## src/hw/rtl/assert_macros.svh

```systemverilog
`ifndef ASSERT_MACROS_SVH
`define ASSERT_MACROS_SVH

// Property that must hold at every clock edge outside reset.
`define ASSERT_HOLDS(lbl, clk, rst_n, prop, msg) \
  lbl: assert property (@(posedge clk) disable iff (!rst_n) (prop)) \
    else $error(msg);

// Condition that must be followed by another one on the next clock edge.
`define ASSERT_NEXT(lbl, clk, rst_n, ante, cons, msg) \
  lbl: assert property (@(posedge clk) disable iff (!rst_n) (ante) |=> (cons)) \
    else $error(msg);

`endif

```

## src/hw/rtl/hsl2rgb_pkg.sv

```systemverilog
package hsl2rgb_pkg;

  localparam int FracBitsDefault = 12;

  typedef struct packed {
    logic mul_en;
    logic out_en;
  } ramp_ctrl_t;

endpackage

```

## src/hw/rtl/hsl2rgb_prep.sv

```systemverilog
module hsl2rgb_prep #(
  parameter int FRAC_BITS = hsl2rgb_pkg::FracBitsDefault
) (
  input  logic                 clk,
  input  logic                 en,
  input  logic [FRAC_BITS-1:0] hue,
  input  logic [FRAC_BITS:0]   sat,
  input  logic [FRAC_BITS:0]   light,
  output logic [FRAC_BITS:0]   sat_r,
  output logic [FRAC_BITS:0]   light_r,
  output logic [FRAC_BITS+1:0] t_red_r,
  output logic [FRAC_BITS+1:0] t_green_r,
  output logic [FRAC_BITS+1:0] t_blue_r
);

  localparam int TW = FRAC_BITS + 2;
  localparam logic [FRAC_BITS:0] VOne = (FRAC_BITS+1)'(2 ** FRAC_BITS);
  localparam logic [TW-1:0] One = TW'(2 ** FRAC_BITS);
  localparam logic [TW-1:0] TwoOne = TW'(2 * (2 ** FRAC_BITS));
  localparam logic [TW-1:0] Turn = TW'(3 * (2 ** FRAC_BITS));

  logic [FRAC_BITS:0] sat_nxt;
  logic [FRAC_BITS:0] light_nxt;
  logic [TW-1:0]      h3;
  logic [TW-1:0]      red_sum;
  logic [TW-1:0]      t_red_nxt;
  logic [TW-1:0]      t_blue_nxt;

  // Hue is scaled by three so that a third of a turn is exactly one unit.
  always_comb begin
    sat_nxt    = (sat > VOne) ? VOne : sat;
    light_nxt  = (light > VOne) ? VOne : light;
    h3         = {2'b00, hue} + {1'b0, hue, 1'b0};
    red_sum    = h3 + One;
    t_red_nxt  = (red_sum >= Turn) ? (red_sum - Turn) : red_sum;
    t_blue_nxt = (h3 >= One) ? (h3 - One) : (h3 + TwoOne);
  end

  always_ff @(posedge clk) begin
    if (en) begin
      sat_r     <= sat_nxt;
      light_r   <= light_nxt;
      t_red_r   <= t_red_nxt;
      t_green_r <= h3;
      t_blue_r  <= t_blue_nxt;
    end
  end

endmodule

```

## src/hw/rtl/hsl2rgb_chroma.sv

```systemverilog
module hsl2rgb_chroma #(
  parameter int FRAC_BITS = hsl2rgb_pkg::FracBitsDefault
) (
  input  logic               clk,
  input  logic               en,
  input  logic [FRAC_BITS:0] sat,
  input  logic [FRAC_BITS:0] light,
  output logic [FRAC_BITS:0] p_r,
  output logic [FRAC_BITS:0] q_r
);

  localparam int PW = 2 * FRAC_BITS + 2;
  localparam int QW = FRAC_BITS + 3;
  localparam logic [PW-1:0] HalfP = PW'(2 ** (FRAC_BITS - 1));
  localparam logic [FRAC_BITS:0] HalfV = (FRAC_BITS+1)'(2 ** (FRAC_BITS - 1));
  localparam logic [QW-1:0] OneQ = QW'(2 ** FRAC_BITS);

  logic [PW-1:0] prod;
  logic [PW-1:0] prod_rnd;
  logic [QW-1:0] m_e;
  logic [QW-1:0] l_e;
  logic [QW-1:0] s_e;
  logic [QW-1:0] q_raw;
  logic [QW-1:0] q_nxt;
  logic [QW-1:0] p_nxt;

  // For low lightness, round(L*(1+S)) equals L plus round(L*S) because L*1 is exact.
  always_comb begin
    prod     = PW'(light) * PW'(sat);
    prod_rnd = prod + HalfP;
    m_e      = QW'(prod_rnd[PW-1:FRAC_BITS]);
    l_e      = QW'(light);
    s_e      = QW'(sat);
    if (light < HalfV) begin
      q_raw = l_e + m_e;
    end else begin
      q_raw = l_e + s_e - m_e;
    end
    q_nxt = (q_raw > OneQ) ? OneQ : q_raw;
    if (q_nxt < l_e) begin
      q_nxt = l_e;
    end
    p_nxt = (l_e << 1) - q_nxt;
  end

  always_ff @(posedge clk) begin
    if (en) begin
      q_r <= q_nxt[FRAC_BITS:0];
      p_r <= p_nxt[FRAC_BITS:0];
    end
  end

endmodule

```

## src/hw/rtl/hsl2rgb_ramp.sv

```systemverilog
module hsl2rgb_ramp #(
  parameter int FRAC_BITS = hsl2rgb_pkg::FracBitsDefault
) (
  input  logic                   clk,
  input  hsl2rgb_pkg::ramp_ctrl_t ctrl,
  input  logic [FRAC_BITS:0]     p,
  input  logic [FRAC_BITS:0]     q,
  input  logic [FRAC_BITS+1:0]   t,
  output logic [FRAC_BITS:0]     chan_r
);

  localparam int TW = FRAC_BITS + 2;
  localparam int PW = 2 * FRAC_BITS + 2;
  localparam logic [TW-1:0] HalfT = TW'(2 ** (FRAC_BITS - 1));
  localparam logic [TW-1:0] ThreeHalfT = TW'(3 * (2 ** (FRAC_BITS - 1)));
  localparam logic [TW-1:0] TwoOneT = TW'(2 * (2 ** FRAC_BITS));
  localparam logic [PW-1:0] HalfP = PW'(2 ** (FRAC_BITS - 1));
  localparam logic [TW-1:0] OneS = TW'(2 ** FRAC_BITS);

  typedef enum logic [1:0] {
    RegRise,
    RegHigh,
    RegFall,
    RegLow
  } region_t;

  logic [FRAC_BITS:0] d;
  logic [FRAC_BITS:0] factor;
  logic [TW-1:0]      fall_dist;
  region_t            region_nxt;
  logic [PW-1:0]      prod_nxt;

  region_t            region_r;
  logic [PW-1:0]      prod_r;
  logic [FRAC_BITS:0] p_r;
  logic [FRAC_BITS:0] q_r;

  logic [PW-1:0]      prod_rnd;
  logic [TW-1:0]      sum;
  logic [TW-1:0]      val;
  logic [FRAC_BITS:0] chan_nxt;

  always_comb begin
    d          = q - p;
    fall_dist  = TwoOneT - t;
    factor     = '0;
    region_nxt = RegLow;
    if (t < HalfT) begin
      region_nxt = RegRise;
      factor     = (FRAC_BITS+1)'({t, 1'b0});
    end else if (t < ThreeHalfT) begin
      region_nxt = RegHigh;
    end else if (t < TwoOneT) begin
      region_nxt = RegFall;
      factor     = (FRAC_BITS+1)'({fall_dist, 1'b0});
    end
    prod_nxt = PW'(d) * PW'(factor);
  end

  always_ff @(posedge clk) begin
    if (ctrl.mul_en) begin
      region_r <= region_nxt;
      prod_r   <= prod_nxt;
      p_r      <= p;
      q_r      <= q;
    end
  end

  always_comb begin
    prod_rnd = prod_r + HalfP;
    sum      = TW'(p_r) + TW'(prod_rnd[PW-1:FRAC_BITS]);
    case (region_r)
      RegRise: val = sum;
      RegFall: val = sum;
      RegHigh: val = TW'(q_r);
      RegLow:  val = TW'(p_r);
      default: val = TW'(p_r);
    endcase
    chan_nxt = (val > OneS) ? OneS[FRAC_BITS:0] : val[FRAC_BITS:0];
  end

  always_ff @(posedge clk) begin
    if (ctrl.out_en) begin
      chan_r <= chan_nxt;
    end
  end

endmodule

```

## src/hw/rtl/hsl_to_rgb_converter_core.sv

```systemverilog
// Flow: a transaction accepted into the first stage moves through each later stage in turn to the output.
// Throughput: one transaction per cycle while out_ready does not stall the output; the four register
// stages (hue scaling, chroma multiply, ramp multiply, round and saturate) each hold under stall.
// Each stage takes new data whenever it is empty or its successor advances.
// Reset: synchronous, active low; it clears the stage valid bits only, not the data.
`include "assert_macros.svh"

module hsl_to_rgb_converter_core #(
  parameter int FRAC_BITS = hsl2rgb_pkg::FracBitsDefault
) (
  input  logic                 clk,
  input  logic                 rst_n,
  input  logic                 in_valid,
  output logic                 in_ready,
  input  logic [FRAC_BITS-1:0] in_hue,
  input  logic [FRAC_BITS:0]   in_saturation,
  input  logic [FRAC_BITS:0]   in_lightness,
  input  logic [FRAC_BITS:0]   in_alpha_in,
  output logic                 out_valid,
  input  logic                 out_ready,
  output logic [FRAC_BITS:0]   out_red,
  output logic [FRAC_BITS:0]   out_green,
  output logic [FRAC_BITS:0]   out_blue,
  output logic [FRAC_BITS:0]   out_alpha_out
);

  import hsl2rgb_pkg::*;

  localparam logic [FRAC_BITS:0] VOne = (FRAC_BITS+1)'(2 ** FRAC_BITS);

  logic v1_r, v2_r, v3_r, v4_r;
  logic v1_nxt, v2_nxt, v3_nxt, v4_nxt;
  logic adv1, adv2, adv3, adv4;

  logic [FRAC_BITS:0]   a1_r, a2_r, a3_r, a4_r;
  logic [FRAC_BITS:0]   sat1, light1;
  logic [FRAC_BITS+1:0] t_red1, t_green1, t_blue1;
  logic [FRAC_BITS+1:0] t_red2_r, t_green2_r, t_blue2_r;
  logic [FRAC_BITS:0]   p2, q2;
  ramp_ctrl_t           ramp_ctrl;
  logic                 chan_ok;
  logic                 pq_ok;

  always_comb begin
    adv4   = !v4_r || out_ready;
    adv3   = !v3_r || adv4;
    adv2   = !v2_r || adv3;
    adv1   = !v1_r || adv2;
    v1_nxt = adv1 ? in_valid : v1_r;
    v2_nxt = adv2 ? v1_r : v2_r;
    v3_nxt = adv3 ? v2_r : v3_r;
    v4_nxt = adv4 ? v3_r : v4_r;
    ramp_ctrl.mul_en = adv3;
    ramp_ctrl.out_en = adv4;
  end

  always_ff @(posedge clk) begin
    if (!rst_n) begin
      v1_r <= 1'b0;
      v2_r <= 1'b0;
      v3_r <= 1'b0;
      v4_r <= 1'b0;
    end else begin
      v1_r <= v1_nxt;
      v2_r <= v2_nxt;
      v3_r <= v3_nxt;
      v4_r <= v4_nxt;
    end
  end

  always_ff @(posedge clk) begin
    if (adv1) begin
      a1_r <= in_alpha_in;
    end
    if (adv2) begin
      a2_r       <= a1_r;
      t_red2_r   <= t_red1;
      t_green2_r <= t_green1;
      t_blue2_r  <= t_blue1;
    end
    if (adv3) begin
      a3_r <= a2_r;
    end
    if (adv4) begin
      a4_r <= a3_r;
    end
  end

  hsl2rgb_prep #(.FRAC_BITS(FRAC_BITS)) u_prep (
    .clk       (clk),
    .en        (adv1),
    .hue       (in_hue),
    .sat       (in_saturation),
    .light     (in_lightness),
    .sat_r     (sat1),
    .light_r   (light1),
    .t_red_r   (t_red1),
    .t_green_r (t_green1),
    .t_blue_r  (t_blue1)
  );

  hsl2rgb_chroma #(.FRAC_BITS(FRAC_BITS)) u_chroma (
    .clk   (clk),
    .en    (adv2),
    .sat   (sat1),
    .light (light1),
    .p_r   (p2),
    .q_r   (q2)
  );

  hsl2rgb_ramp #(.FRAC_BITS(FRAC_BITS)) u_ramp_red (
    .clk    (clk),
    .ctrl   (ramp_ctrl),
    .p      (p2),
    .q      (q2),
    .t      (t_red2_r),
    .chan_r (out_red)
  );

  hsl2rgb_ramp #(.FRAC_BITS(FRAC_BITS)) u_ramp_green (
    .clk    (clk),
    .ctrl   (ramp_ctrl),
    .p      (p2),
    .q      (q2),
    .t      (t_green2_r),
    .chan_r (out_green)
  );

  hsl2rgb_ramp #(.FRAC_BITS(FRAC_BITS)) u_ramp_blue (
    .clk    (clk),
    .ctrl   (ramp_ctrl),
    .p      (p2),
    .q      (q2),
    .t      (t_blue2_r),
    .chan_r (out_blue)
  );

  assign in_ready      = adv1;
  assign out_valid     = v4_r;
  assign out_alpha_out = a4_r;

  assign chan_ok = (out_red <= VOne) && (out_green <= VOne) && (out_blue <= VOne);
  assign pq_ok   = (p2 <= q2) && (q2 <= VOne);

  `ASSERT_HOLDS(a_out_range, clk, rst_n, !out_valid || chan_ok, "Channel above full scale.")
  `ASSERT_HOLDS(a_pq_order, clk, rst_n, !v2_r || pq_ok, "Chroma stage out of order.")
  `ASSERT_NEXT(a_accept_fills, clk, rst_n, in_valid && in_ready, v1_r, "Transaction lost.")

endmodule
```

## config.mk

```make
export PLATFORM = sky130hd
export DESIGN_NAME = hsl_to_rgb_converter_core
export DESIGN_NICKNAME = d
export VERILOG_FILES = /design/src/hw/rtl/hsl2rgb_pkg.sv /design/src/hw/rtl/hsl2rgb_prep.sv /design/src/hw/rtl/hsl2rgb_chroma.sv /design/src/hw/rtl/hsl2rgb_ramp.sv /design/src/hw/rtl/hsl_to_rgb_converter_core.sv
export VERILOG_INCLUDE_DIRS = /design/src /design/src/hw/rtl
export SDC_FILE = /design/constraint.sdc
export NUM_CORES = 2
export LEC_CHECK = 0
export ABC_AREA = 1
export BUFFER_PORTS_ARGS = -buffer_cell sky130_fd_sc_hd__buf_2
export CAP_MARGIN = 20
export CORE_MARGIN = 8
export CORE_UTILIZATION = 48
export DETAILED_ROUTE_END_ITERATION = 12
export PLACE_DENSITY = 0.74
export SYNTH_ARGS = -nofsm -noshare
export SYNTH_HDL_FRONTEND = slang
export SYNTH_SLANG_ARGS = --single-unit
```

## constraint.sdc

```tcl
create_clock -name clk -period 23.3 [get_ports clk]
set_clock_uncertainty 0.15 [all_clocks]
set_input_delay 1.165 -clock clk [delete_from_list [all_inputs] [get_ports clk]]
set_output_delay 1.165 -clock clk [all_outputs]
set_load 0.02 [all_outputs]
```

==> impl_metrics.yaml <==
final_layout:
  layout_commonest_cell: "inv_1"
  multiInputGateArea_um2: 22600
  nFillCells: 6486
  drive_above_1_share_pct: 6.71
  design_area_um2: 37000
  seqCellArea_um2: 7710
  final_cell_mix: "inv_1 (942), nand2_1 (763), fa_1 (426)"
  area_delta_synth_final_pct: 7.50
  layout.nets: 4962
route:
  wirelength_um: 83700
  drc: 0
  wl_per_cell_um: 16.6
  vias: 26100
  viasPerCell: 5.19
  first_pass_iters: 5
  first_iter_violations: 1943
  ant_nets: 0
cts:
  h-tree-depth: 1
  postCtsResizedCells: 0
  root_buffer: "clkbuf_16"
  clockBufferDepth: 3
  holdBufCountCts: 0
  cts_setup_buffers: 0
  cts.sink_count: 258
  cts_buffers: 30
  path_clk_slew_ns: 0.06
  cts_tree: "built"
  insertion_delay_ns: 0.59
die:
  fp.dieW_um: 284
  core.rowCount: 98
  fp.dieH_um: 284
  initial_core_util_pct: 48.3
  dieArea_um2: 80500
  coreArea_um2: 71200
  io_pins: 109
run_status:
  status: "finished clean"
critical_path:
  crit_family: "adder cells"
  worst-path-buf-inv: 7
  cp_max_fo: 18
  worst-setup-path-type: "register to register"
  slowest_stage: "edfxtp_1"
  crit_path_end_kind: "register"
  cp_common_cell: "a21oi_1"
  worstPathArrival_ns: 12.71
  crit_path_max_incr_delay_ns: 0.83
  cp-start-kind: "register"
  crit_required_ns: 23.48
place:
  port_buffers: 108
  hpwlAfterDp_um: 68100
  place.gp.congestion: 0.922
  detailed_place.area_um2: 36000
synth:
  syn_area_um2: 34400
  yosys.area.top_type_share_pct: 24.8
  synth_edf_count: 254
  yosys.area.top_type: "fa_1"
  ys_warn_count: 0
  ys_types: 52
  syn_inst: 3991
  yosysSeqAreaShare_pct: 22.4
  syn-mean-instance-area_um2: 8.62
  synth_area_leaders: "fa_1 (25%), edfxtp_1 (22%), ha_1 (15%)"
  synth_ff_type: "edfxtp_1"
  ys_async_sr_fraction_pct: 0
  synth_nets: 4893
  synth_seq_cells: 258
sta:
  max_slew.worst_pin.slew_ns: 1.22
  finalSetupViolCount: 0
  fin_crit_sh_pct: 53.8
  slew_violations: 0
  clock.fmax_mhz: 79.8
  hold_viol_final: 0
  slew_headroom_pct: 18.8
  rsz0062_at_grt: "false"
  setup-tns-final_ns: 0
  fin_crit_ns: 12.53
global_route:
  grt_use_total_pct: 20.7
  grt_pass1_vias: 26600
  antenna_found_initial: 2
  grt_start_max_net_pins: 72
  grt_pass1_wl_um: 137000
  overflow: 0
flow_run:
  cap_viol_max_count: 0
hold_path:
  min_path_type: "register to register"
metrics by stage:
| stage | hold slack, ns | worst slack, ns | instances | util [%] |
|---|---|---|---|---|
| after floorplan | 0.250 | 12.11 | 3991 | - |
| after global placement | 0.250 | 11.23 | 4978 | 50.5 |
| after detailed placement | 0.255 | 10.93 | 4978 | 50.5 |
| after CTS | 0.267 | 10.89 | 5032 | 51.9 |
| after global routing | 0.268 | 9.95 | 5032 | 51.9 |
| final | 0.266 | 10.77 | 5034 | 51.9 |
metal layers:
metal	GRT usage, %	vias up	share of wire [%]
met2	34.7	894	47
li1	-	12500	-
met3	3.21	162	7.2
met5	0	-	0
met1	27.1	12500	42
met4	7.23	0	3.7
sequential cells by signal (all words and copies together) (netlist names), 13 cells and up:
| signal | flops |
|---|---|
| u_chroma.q_r | 13 |
| u_ramp_red.chan_r | 13 |
| u_ramp_red.prod_r | 15 |
| u_ramp_green.prod_r | 15 |
| a1_r | 13 |
| u_ramp_green.chan_r | 13 |
| u_prep.light_r | 13 |
| t_red2_r | 14 |
| a3_r | 13 |
| u_ramp_blue.chan_r | 13 |
| u_prep.t_blue_r | 14 |
| u_ramp_green.q_r | 13 |
| out_alpha_out | 13 |
| a2_r | 13 |
| u_ramp_blue.prod_r | 15 |
| u_prep.sat_r | 13 |
cell families (layout without fill, tap and decap cells):
logic type | after synthesis | count (layout) | synth area share, %
AND/OR/NAND/NOR | 1244 | 1244 | 14.9
buffers and inverters | 1074 | 1165 | 11.8
other | 0 | 2 | 0
flip-flops | 258 | 258 | 22.4
adder cells (fa/ha/maj) | 847 | 847 | 40.1
XOR/XNOR | 142 | 142 | 3.62
AO/OA/AOI/OAI | 426 | 426 | 7.16
cell usage after synthesis (2+ instances only):
master / instances
nand4_1: 27
o211ai_1: 3
nor2_1: 277
nand3_2: 8
buf_2: 3
fa_1: 426
nand2_1: 764
a211oi_1: 7
a221oi_1: 2
nand2_4: 2
nand2_2: 20
edfxtp_1: 254
nand3_1: 80
dfxtp_1: 4
nor3_1: 21
and3_1: 6
o21ai_1: 14
o21ai_0: 98
a21oi_1: 194
a31oi_1: 4
o21ai_2: 11
clkbuf_1: 100
o22ai_1: 24
or2_2: 19
clkinv_1: 12
inv_2: 11
xnor2_1: 51
o31a_1: 2
o21a_1: 6
and2_1: 7
nand3b_1: 6
o221ai_1: 30
xor2_1: 91
a21o_1: 13
nor4_1: 2
inv_1: 945
o21bai_1: 12
ha_1: 421
worst paths after layout:
path / slack [ns] / cells past startpoint / endpoint / startpoint
worst min-delay path: 0.27 / 0 / a2_r[2] / a1_r[2]
worst min register to register: 0.27 / 0 / a2_r[2] / a1_r[2]
worst max-delay path: 10.77 / 56 / u_chroma.p_r[12] / u_prep.light_r[5]
worst max register to register: 10.77 / 56 / u_chroma.p_r[12] / u_prep.light_r[5]
area by class of cell:
type	instances	area share (%)
repair buffers	142	2.15
diodes	2	0.0135
clock buffers	33	2.06
clock inverters	21	0.609
inverters	969	9.85
flip-flops and latches	258	20.8
well taps	950	3.21
multi-input cells	2659	61.3
worst register-to-register path, delay by kind of cell, from the launching register on:
| family | cells | cell delay (ns) |
|---|---|---|
| adder cells (fa/ha/maj) | 11 | 4.71 |
| AO/OA/AOI/OAI | 20 | 3.68 |
| AND/OR/NAND/NOR | 14 | 1.54 |
| flip-flops | 1 | 0.83 |
| XOR/XNOR | 4 | 0.75 |
| buffers and inverters | 7 | 0.60 |
Power is not shown: default switching activity piles up to over one toggle a cycle in this logic, so the estimate is an artifact.
